### src/rtl/lpd_pkg.sv
`default_nettype none

package lpd_pkg;

    localparam int NUM_ANGLES  = 360;
    localparam int FRAME_BYTES = 22;
    localparam int MAP_ROWS    = NUM_ANGLES / 4;
    localparam int POS_W       = 5;
    localparam int ROW_W       = 7;
    localparam int ACC_W       = 26;

    localparam logic [7:0] START_BYTE = 8'hFA;
    localparam logic [7:0] IDX_LOW    = 8'hA0;
    localparam logic [7:0] IDX_HIGH   = 8'hF9;

    localparam logic [POS_W-1:0] LAST_POS      = POS_W'(FRAME_BYTES - 1);
    localparam logic [POS_W-1:0] LAST_WORD_POS = POS_W'(FRAME_BYTES - 3);

    typedef struct packed {
        logic [ROW_W-1:0] row;
        logic [9:0]       speed;
        logic [3:0][7:0]  lo;
        logic [3:0][7:0]  hi;
        logic             ok;
    } t_frame;

endpackage

`default_nettype wire

### src/rtl/lpd_collect.sv
`default_nettype none

module lpd_collect
    import lpd_pkg::*;
(
    input  wire logic       i_clk,
    input  wire logic       i_rst_n,
    input  wire logic       i_accept,
    input  wire logic [7:0] i_rx_byte,
    output logic            o_at_last,
    output logic            o_done,
    output t_frame          o_frame
);

    logic [POS_W-1:0] r_pos;
    logic [7:0]       r_fb [1:19];
    logic [7:0]       r_lo;
    logic [ACC_W-1:0] r_acc;
    logic [15:0]      w_sum;
    logic             w_idx_ok;

    always_ff @(posedge i_clk) begin
        if (!i_rst_n) begin
            r_pos <= '0;
        end else if (i_accept) begin
            if (r_pos == '0) begin
                r_pos <= (i_rx_byte == START_BYTE) ? POS_W'(1) : '0;
            end else if (r_pos == LAST_POS) begin
                r_pos <= '0;
            end else begin
                r_pos <= r_pos + POS_W'(1);
            end
        end
    end

    always_ff @(posedge i_clk) begin
        if (i_accept) begin
            if (r_pos == '0) begin
                r_lo  <= START_BYTE;
                r_acc <= '0;
            end else begin
                if (r_pos <= LAST_WORD_POS) begin
                    r_fb[r_pos] <= i_rx_byte;
                end
                if (!r_pos[0]) begin
                    r_lo <= i_rx_byte;
                end else if (r_pos <= LAST_WORD_POS) begin
                    r_acc <= {r_acc[ACC_W-2:0], 1'b0}
                           + {{(ACC_W-16){1'b0}}, i_rx_byte, r_lo};
                end
            end
        end
    end

    // The checksum folds the accumulator to 15 bits once, after the last word.
    assign w_sum    = {1'b0, r_acc[14:0]} + {5'b0, r_acc[ACC_W-1:15]};
    assign w_idx_ok = (r_fb[1] >= IDX_LOW) && (r_fb[1] <= IDX_HIGH);

    always_comb begin
        o_frame.row   = ROW_W'(r_fb[1] - IDX_LOW);
        o_frame.speed = {r_fb[3], r_fb[2][7:6]};
        for (int i = 0; i < 4; i++) begin
            o_frame.lo[i] = r_fb[4 + 4*i];
            o_frame.hi[i] = r_fb[5 + 4*i];
        end
        o_frame.ok = ({1'b0, w_sum[14:0]} == {i_rx_byte, r_lo});
    end

    assign o_at_last = (r_pos == LAST_POS);
    assign o_done    = i_accept && o_at_last && w_idx_ok;

endmodule

`default_nettype wire

### src/rtl/lidar_packet_deframer.sv
// A frame passes the decode buffer, the update and emit states and the output register.
// Throughput: one input word per cycle but for a stalled last word; a frame gives four
// readings, one per cycle while the output is not stalled. The last word of a frame is
// stalled while the previous frame is updated or its readings issued, set by the single
// frame decode buffer. Reset is synchronous, active low: hunting for a start word,
// counters at zero, and the angle map cleared through its per-row valid bits.
`default_nettype none

module lidar_packet_deframer
    import lpd_pkg::*;
(
    input  wire logic        i_clk,
    input  wire logic        i_rst_n,
    input  wire logic        i_in_valid,
    output logic             o_in_stall,
    input  wire logic [7:0]  i_rx_byte,
    output logic             o_out_valid,
    input  wire logic        i_out_stall,
    output logic [8:0]       o_angle,
    output logic [13:0]      o_range_value,
    output logic             o_inv_bit,
    output logic             o_warn_bit,
    output logic             o_checksum_ok,
    output logic [9:0]       o_rotation_speed,
    output logic [15:0]      o_good_count,
    output logic [15:0]      o_bad_count,
    output logic [8:0]       o_covered_count,
    output logic             o_full_scan,
    output logic             o_last
);

    typedef enum logic [1:0] {ST_IDLE, ST_UPDATE, ST_EMIT} t_state;

    t_state        r_state;
    t_frame        r_frm;
    t_frame        w_frame;
    logic          w_at_last;
    logic          w_done;
    logic          w_accept;
    logic          w_load;
    logic [1:0]    r_rd;
    logic [8:0]    r_total;
    logic [8:0]    n_total;
    logic [15:0]   r_good;
    logic [15:0]   r_bad;
    logic [15:0]   n_good;
    logic [15:0]   n_bad;
    logic [8:0]    r_snap;

    logic [3:0]          r_map [MAP_ROWS];
    logic [MAP_ROWS-1:0] r_row_vld;
    logic [3:0]          r_map_q;
    logic                r_vld_q;
    logic [3:0]          w_old_row;
    logic [3:0]          w_new_row;
    logic [2:0]          w_pop_old;
    logic [2:0]          w_pop_new;

    logic [7:0]    w_lo;
    logic [7:0]    w_hi;
    logic [13:0]   w_dist;
    logic          w_good;

    logic          r_o_vld;
    logic [8:0]    r_o_angle;
    logic [13:0]   r_o_range;
    logic          r_o_inv;
    logic          r_o_warn;
    logic          r_o_ok;
    logic [9:0]    r_o_speed;
    logic [15:0]   r_o_good;
    logic [15:0]   r_o_bad;
    logic [8:0]    r_o_cov;
    logic          r_o_full;
    logic          r_o_last;

    lpd_collect u_collect (
        .i_clk     (i_clk),
        .i_rst_n   (i_rst_n),
        .i_accept  (w_accept),
        .i_rx_byte (i_rx_byte),
        .o_at_last (w_at_last),
        .o_done    (w_done),
        .o_frame   (w_frame)
    );

    assign o_in_stall = w_at_last && (r_state != ST_IDLE);
    assign w_accept   = i_in_valid && !o_in_stall;
    assign w_load     = !r_o_vld || !i_out_stall;

    always_ff @(posedge i_clk) begin
        if (r_state == ST_UPDATE && r_frm.ok) begin
            r_map[r_frm.row] <= w_new_row;
        end
        if (w_done) begin
            r_map_q <= r_map[w_frame.row];
        end
    end

    always_ff @(posedge i_clk) begin
        if (!i_rst_n) begin
            r_row_vld <= '0;
        end else if (r_state == ST_UPDATE && r_frm.ok) begin
            r_row_vld[r_frm.row] <= 1'b1;
        end
    end

    always_ff @(posedge i_clk) begin
        if (w_done) begin
            r_vld_q <= r_row_vld[w_frame.row];
        end
    end

    always_comb begin
        w_old_row = r_vld_q ? r_map_q : 4'b0;
        for (int i = 0; i < 4; i++) begin
            w_new_row[i] = !r_frm.hi[i][7] && ({r_frm.hi[i][5:0], r_frm.lo[i]} != 14'd0);
        end
        w_pop_old = {2'b0, w_old_row[0]} + {2'b0, w_old_row[1]}
                  + {2'b0, w_old_row[2]} + {2'b0, w_old_row[3]};
        w_pop_new = {2'b0, w_new_row[0]} + {2'b0, w_new_row[1]}
                  + {2'b0, w_new_row[2]} + {2'b0, w_new_row[3]};
        n_total   = r_total + {6'b0, w_pop_new} - {6'b0, w_pop_old};
    end

    always_comb begin
        w_lo   = r_frm.lo[r_rd];
        w_hi   = r_frm.hi[r_rd];
        w_dist = {w_hi[5:0], w_lo};
        w_good = r_frm.ok && !w_hi[7];
        n_good = w_good ? r_good + 16'd1 : r_good;
        n_bad  = w_good ? r_bad : r_bad + 16'd1;
    end

    always_ff @(posedge i_clk) begin
        if (!i_rst_n) begin
            r_state <= ST_IDLE;
            r_rd    <= '0;
            r_total <= '0;
            r_good  <= '0;
            r_bad   <= '0;
            r_snap  <= '0;
            r_o_vld <= 1'b0;
        end else begin
            unique case (r_state)
                ST_IDLE: begin
                    if (w_done) begin
                        r_frm   <= w_frame;
                        r_state <= ST_UPDATE;
                    end
                end
                ST_UPDATE: begin
                    if (r_frm.ok) begin
                        r_total <= n_total;
                    end
                    if (r_frm.row == '0) begin
                        r_snap <= r_total;
                        r_good <= '0;
                        r_bad  <= '0;
                    end
                    r_rd    <= '0;
                    r_state <= ST_EMIT;
                end
                ST_EMIT: begin
                    if (w_load) begin
                        r_good <= n_good;
                        r_bad  <= n_bad;
                        r_rd   <= r_rd + 2'd1;
                        if (r_rd == 2'd3) begin
                            r_state <= ST_IDLE;
                        end
                    end
                end
                default: begin
                    r_state <= ST_IDLE;
                end
            endcase

            if (w_load) begin
                r_o_vld   <= (r_state == ST_EMIT);
                r_o_angle <= {r_frm.row, r_rd};
                r_o_range <= w_good ? w_dist : 14'd0;
                r_o_inv   <= w_hi[7];
                r_o_warn  <= w_hi[6];
                r_o_ok    <= r_frm.ok;
                r_o_speed <= r_frm.speed;
                r_o_good  <= n_good;
                r_o_bad   <= n_bad;
                r_o_cov   <= r_snap;
                r_o_full  <= (r_snap == 9'(NUM_ANGLES));
                r_o_last  <= (r_rd == 2'd3);
            end
        end
    end

    assign o_out_valid      = r_o_vld;
    assign o_angle          = r_o_angle;
    assign o_range_value    = r_o_range;
    assign o_inv_bit        = r_o_inv;
    assign o_warn_bit       = r_o_warn;
    assign o_checksum_ok    = r_o_ok;
    assign o_rotation_speed = r_o_speed;
    assign o_good_count     = r_o_good;
    assign o_bad_count      = r_o_bad;
    assign o_covered_count  = r_o_cov;
    assign o_full_scan      = r_o_full;
    assign o_last           = r_o_last;

    a_total_range: assert property (@(posedge i_clk) disable iff (!i_rst_n)
        r_total <= 9'(NUM_ANGLES))
        else $error("nonzero angle total exceeds the number of angles");

    a_update_then_emit: assert property (@(posedge i_clk) disable iff (!i_rst_n)
        r_state == ST_UPDATE |=> r_state == ST_EMIT)
        else $error("map update not followed by reading issue");

    a_last_angle: assert property (@(posedge i_clk) disable iff (!i_rst_n)
        o_out_valid && o_last |-> o_angle[1:0] == 2'b11)
        else $error("last reading of a frame at wrong angle offset");

    a_stall_busy: assert property (@(posedge i_clk) disable iff (!i_rst_n)
        o_in_stall |-> r_state != ST_IDLE)
        else $error("input stalled with an empty decode buffer");

endmodule

`default_nettype wire

### config.mk
export PLATFORM = sky130hd
export DESIGN_NAME = lidar_packet_deframer
export DESIGN_NICKNAME = d
export VERILOG_FILES = /design/src/rtl/lpd_pkg.sv /design/src/rtl/lpd_collect.sv /design/src/rtl/lidar_packet_deframer.sv
export SDC_FILE = /design/constraint.sdc
export NUM_CORES = 1
export LEC_CHECK = 0
export BUFFER_PORTS_ARGS = -buffer_cell sky130_fd_sc_hd__buf_2
export CORE_MARGIN = 5
export CORE_UTILIZATION = 34
export DETAILED_ROUTE_END_ITERATION = 7
export MAX_ROUTING_LAYER = met4
export PLACE_DENSITY = 0.53
export SYNTH_ARGS = -nofsm -noshare
export SYNTH_HDL_FRONTEND = slang
export SYNTH_HIERARCHICAL = 1
export SYNTH_SLANG_ARGS = --single-unit
### constraint.sdc
create_clock -name i_clk -period 22.4 [get_ports i_clk]
set_input_delay 2.24 -clock i_clk [delete_from_list [all_inputs] [get_ports i_clk]]
set_output_delay 2.24 -clock i_clk [all_outputs]
set_load 0.01 [all_outputs]
Word level (Yosys, flattened, before mapping)
Memories as Yosys holds them, arrays and structs flattened. A register that Yosys moved wholly into a read port is not among the register bits.
Index checks and enable logic that the tools add are counted.
- output and inout port bits: 81
- bits in writable memories: 512
- register bits: 272
- memories: 2
- logic and storage cells: 137
- memories (memory ; words ; width ; read ports ; clocked after memory_dff ; wr ports ; RTL line ; text):
    r_map ; 90 ; 4 ; 1 ; 1 ; 1 ; lidar_packet_deframer.sv:50 ; logic [3:0] r_map [MAP_ROWS];
    u_collect.r_fb ; 19 ; 8 ; 11 ; 10 ; 1 ; lpd_collect.sv:16 ; logic [7:0] r_fb [1:19];
- muxes and demuxes: 34
- add/subtract/negate cells: 15
- reductions and logical operators: 41
- equality and inequality tests: 12
- $lt $le $gt $ge: 7
- bitwise operators: 1
- operators by type and width (cell ; count):
    bitwise OR 90 bit ; 1
    two-way mux 16 bit ; 5
    one-hot mux 16 bit (2 select lines) ; 2
    nonzero test 14 bit ; 4
    two-way mux 26 bit ; 2
    adder 16 x 1 -> 16 bit, second input constant ; 2
    binary-select mux 8 bit (select 2 bit) ; 2
    adder 26 x 16 -> 26 bit ; 1
    two-way mux 8 bit ; 3
    equality test 15 x 16 -> 1 bit ; 1
    < comparator 7 x 8 -> 1 bit, second input constant ; 2
    adder 15 x 11 -> 15 bit ; 1
    logical AND 1 bit ; 12
    AND reduction 3 bit ; 4
    two-way mux 5 bit ; 2
    AND reduction 2 bit ; 5
    adder 9 x 3 -> 9 bit ; 1
    equality test 9 bit, second input constant ; 1
    two-way mux 1 bit ; 9
    subtractor 9 x 3 -> 9 bit ; 1
    equality test 8 bit, second input constant ; 1
    >= comparator 8 bit, second input constant ; 1
    <= comparator 8 bit, second input constant ; 1
    logical NOT 1 bit ; 8
    25 further kinds ; 38

Depth between registers and ports, before layout
- word-level depth: 8
- gate-level depth with buffers: 15

By module
Netlist, hierarchy kept.
- by module, submodules not included (module ; times used ; seq. area each (µm²) ; area an instance (µm²) ; cells each):
    lidar_packet_deframer ; 1 ; 18697.9 ; 26504.2 ; 1661
    lpd_collect ; 1 ; 3583.4 ; 5808.1 ; 442

Worst setup path after synthesis
Ideal clock, no wire load.
- path type: input-to-reg
- from: input port i_in_valid
- to: register r_frm[0] (netlist name), enable pin
- required time: 21.777 ns
- library setup time: 0.623 ns
- arrival time: 8.989 ns
- cell stages on the path: 6
- path slack: 12.788 ns
- cell sequence: nor2b_1 > clkbuf_1 > o211ai_1 > nor3_1 > nand2_1 > nor3_1
- word-level cells in the longest chain between the ends: 4
- ends and longest elaborated chain (what ; RTL line ; text):
    start, declared ; lidar_packet_deframer.sv:14 ; input wire logic i_in_valid,
    logical AND 1 bit ; lidar_packet_deframer.sv:88 ; assign w_accept = i_in_valid && !o_in_stall;
    logical AND 1 bit (2 in a row) ; lpd_collect.sv:70 ; assign o_done = i_accept && o_at_last && w_idx_ok;
    via w_done ; lidar_packet_deframer.sv:38 ; logic w_done;
    AND reduction 3 bit (no source line) ; n/a ;
    end signal, assigned ; lidar_packet_deframer.sv:148 ; r_frm <= w_frame;
    end, declared ; lidar_packet_deframer.sv:35 ; t_frame r_frm;
The timed path passes the listed nets, and every way through them passes these cells.
A chain may end at the register's enable or synchronous reset.

Final worst setup path
- from: input port i_in_valid
- to: register, netlist name r_frm[13]
- word-level cells in the longest chain between the ends: 4
- ends and longest elaborated chain (what ; RTL line ; text):
    logical AND 1 bit ; lidar_packet_deframer.sv:88 ;
    via w_accept ; lidar_packet_deframer.sv:39 ; logic w_accept;
    logical AND 1 bit (2 in a row) ; lpd_collect.sv:70 ;
    via w_done ; lidar_packet_deframer.sv:38 ;
    AND reduction 3 bit (no source line) ; n/a ;
The timed path passes the listed nets, and every way through them passes these cells.

==> metrics.log <==
[metrics] CP Class: input pin to register
[metrics] total global-route track usage: 0.1516
[metrics] Final Critical Period: 4964 ps
[metrics] maximum clock insertion buffer count: 3
[metrics] number of synthesized register bits: approximately 790
[metrics] count of input and output buffers: 92
[metrics] count of mapped cells out of synthesis: roughly 2100
[metrics] Vias/cell: 5.134
[metrics] leading post-synthesis cells by cell area: edfxtp_1 60%, dfxtp_1 9.3%, mux4_2 7.4%
[metrics] Hold Fails Final Rpt: 0
[metrics] number of buffers added to fix hold violations after cts: 0
[metrics] chip width: approximately 320 µm
[metrics] detailed-route wire length per cell: 21.44 µm
[metrics] count of vias placed by the detailed router: about 18000
[metrics] achievable frequency: 201.5 MHz
[metrics] clock tree from TritonCTS: done
[metrics] number of filler instances in the final layout: 8788
[metrics] post-detailed-placement half-perimeter wirelength: around 48 mm
[metrics] kind of path behind the tightest hold check: register to register
[metrics] final weighted congestion of routability-driven global placement: around 0.8
[metrics] number of pins with negative max-slew slack in the final report: 0
[metrics] count of TritonRoute iterations in the first routing pass: 5
[metrics] number of design rule violations left after detail routing: 0
[metrics] count of buffers added by post-CTS timing repair for setup: 0
[metrics] vias in the first global route: 18530
[metrics] wire length of the first global-routing pass: 115.6 mm
[metrics] Setup Skew: about 23 ps
[metrics] Yosys warnings: 6
[metrics] layout cells sized above 1: 0.1723
[metrics] cell type with the highest aggregate area in the netlist: edfxtp_1
[metrics] worst reg2reg setup slack: roughly 18000 ps
[metrics] total CTS buffers: 84
[metrics] power density cells: 82.30 nW/µm²
[metrics] overall die height: between 300 and 400 µm
[metrics] tightest slew margin relative to the limit: 0.2096
[metrics] sort of element at the start of the critical path: input pin
[metrics] Critical Path Fanout Max: 82
[metrics] top cell types by occurrence after synthesis: 642 x edfxtp_1, 266 x nor2_1, 150 x dfxtp_1
[metrics] effective utilization at floorplan: 0.3411
[metrics] IO Count: between 90 and 100
[metrics] area used by sequential logic in the layout: 22280 µm²
[metrics] Final Cycle Share: 0.2216
[metrics] Resized cells post-CTS: 0
[metrics] worst hold margin: between 400 and 500 ps
[metrics] number of enable flip-flop cells after synthesis: 642
[metrics] number of antenna violations at the first check in global routing: 3
[metrics] die area: 101300 µm²
[metrics] proportion of netlist area held by the largest area contributor: 0.5966
[metrics] Leak Pwr: 0.01231 µW
[metrics] peak ir drop on the vdd network: 0.04970 mV
[metrics] synthesized net count: 2168
[metrics] standard-cell row count: 113
[metrics] Antenna Violating Nets Remaining: 0
[metrics] fraction of synthesis flops using an asynchronous set or reset pin: 0
[metrics] post-layout utilization of the core: 0.3887
[metrics] share of the yosys chip area belonging to registers: 0.6896
[metrics] Area growth, synth to finish: 13.96%
[metrics] most common cell in the synthesized netlist: edfxtp_1
[metrics] CTS root buffer: clkbuf_16
[metrics] Slew @ Worst Pin: roughly 1200 ps
[metrics] number of max-cap violations: 0
[metrics] overall routed net length: 75.92 mm
[metrics] clock insertion delay at the later pin of the skew report: roughly 620 ps
[metrics] DR iter-0 viols: about 1300
[metrics] number of clock sinks seen by CTS: 792
[metrics] Post-Syn Area: 32310 µm²
[metrics] overall overflow remaining after global route: 0
[metrics] Worst Path Required: roughly 23000 ps
[metrics] area of the multi-input gates: 9500 µm²
[metrics] CTS HTree Levels: 3
[metrics] # nets final: ~2300
[metrics] number of unique standard cell types used by synthesis: 80
[metrics] flip-flop cell with the highest count after synthesis: edfxtp_1
[metrics] RSZ-0062 raised after global routing: false
[metrics] pin count of the biggest net entering global routing: 112
[metrics] crit end category: register
[metrics] result of the run: finished clean
[metrics] aggregate negative setup slack: 0 ps
[metrics] Std-Cell Core Area: 94730 µm²
[metrics] Clock Pin Slew Worst Setup and Hold Paths: 60 ps
[metrics] average cell area after synthesis: approximately 15 µm²
[metrics] setup-violating endpoint count in the final report: 0
[metrics] CP arrival: 5200 ps
## final cells by class
class,instances,share of cell area
Tap cell,1265,0.04298
Sequential cell,792,0.6051
Multi-Input combinational cell,1176,0.2580
Inverter,40,0.004112
Timing Repair Buffer,116,0.01808
Clock inverter,36,0.007170
Antenna cell,1,0.00006796
Clock buffer,115,0.06446
## state kept, by name, indices dropped and copies added, names as in the netlist, 2 cells and up
| signal | count |
|---|---|
| o_range_value | 14 |
| r_row_vld | 90 |
| r_snap | 9 |
| r_map | 360 |
| u_collect/r_pos | 5 |
| r_state | 2 |
| r_total | 9 |
| o_angle | 9 |
| r_map_q | 4 |
| r_bad | 16 |
| u_collect/r_fb | 82 |
| u_collect/r_acc | 26 |
| o_good_count | 16 |
| o_covered_count | 9 |
| o_bad_count | 16 |
| o_rotation_speed | 10 |
| u_collect/r_lo | 8 |
| r_rd | 2 |
| r_good | 16 |
| r_frm | 82 |
## routing by layer
| layer | track usage | share of wire | up-vias |
|---|---|---|---|
| met5 | - | 0 | - |
| met4 | 0.04672 | 0.025 | 0 |
| met3 | 0.02409 | 0.051 | 120 |
| met2 | 0.2435 | 0.49 | 454 |
| met1 | 0.2002 | 0.44 | 9317 |
| li1 | - | - | 8287 |
## power breakdown
group | switching [µW] | internal (µW) | leakage (µW)
Combinational | 67.3 | 39.9 | 0.00392
Sequential | 9.75 | 1590 | 0.00710
Clock | 552 | 775 | 0.00129
## cell usage in the layout, fill, tap and decap left out, types with 7 or more instances in the layout
| master | netlist | routed |
|---|---|---|
| nand4_1 | 10 | 10 |
| fa_1 | 9 | 9 |
| a21o_1 | 11 | 11 |
| xor2_1 | 32 | 32 |
| buf_4 | 12 | 22 |
| a22oi_1 | 16 | 16 |
| mux2_2 | 10 | 10 |
| nand3_1 | 33 | 33 |
| nand3b_1 | 7 | 7 |
| clkbuf_8 | 0 | 7 |
| a21oi_1 | 58 | 57 |
| nand2_1 | 103 | 103 |
| nor2b_1 | 15 | 13 |
| clkinv_2 | 0 | 17 |
| ha_1 | 44 | 44 |
| nand2b_1 | 17 | 17 |
| or3_1 | 15 | 15 |
| nor4_1 | 19 | 19 |
| mux4_2 | 106 | 106 |
| clkinv_1 | 0 | 10 |
| nor2_1 | 266 | 266 |
| o21a_1 | 49 | 49 |
| o22ai_1 | 11 | 11 |
| and4_1 | 7 | 7 |
| nor3_1 | 16 | 15 |
| mux2i_1 | 46 | 46 |
| clkbuf_1 | 52 | 20 |
| o21ai_1 | 8 | 8 |
| edfxtp_1 | 642 | 642 |
| inv_1 | 39 | 39 |
| buf_2 | 15 | 92 |
| and2_1 | 31 | 31 |
| clkbuf_16 | 0 | 88 |
| o21ai_0 | 42 | 42 |
| and3_1 | 21 | 21 |
| dfxtp_1 | 150 | 150 |
| a22o_1 | 13 | 13 |
| a31oi_1 | 15 | 15 |
| a211oi_1 | 19 | 19 |
| xnor2_1 | 36 | 36 |
## per-stage QoR
step / worst slack (ps) / cell area [µm²] / power (µW) / std cells
after floorplan: 12790 / 32310 / 1701 / 2103
after global placement: 16800 / 34180 / 1734 / 3389
after detailed placement: 16730 / 34180 / 1736 / 3389
after CTS: 17410 / 36820 / 3070 / 3540
after global routing: 17120 / 36820 / 3145 / 3541
final: 17440 / 36820 / 3030 / 3541
## worst paths after layout
path	startpoint	end	cells after the start
setup / recovery	i_in_valid	r_frm[13]	7
hold / removal	u_collect/r_fb[5][2]	r_frm[3]	0
setup reg to reg	r_frm[60]	r_total[7]	14
hold reg to reg	u_collect/r_fb[5][2]	r_frm[3]	0
## kinds of logic after synthesis
group	synth area share
multiplexers	0.09650
adder cells (fa/ha/maj)	0.02261
flip-flops	0.6896
AO/OA/AOI/OAI	0.06625
AND/OR/NAND/NOR	0.08589
XOR/XNOR	0.01944
buffers and inverters	0.01975
## worst max-delay path, stage by stage
cell,delay [ps]
buf_2,130
nor2b_1,830
o211ai_1,190
nor3_1,610
nand2_1,190
nor3_2,150
buf_4,780
Note: power is estimated with default switching activity, not from simulation.
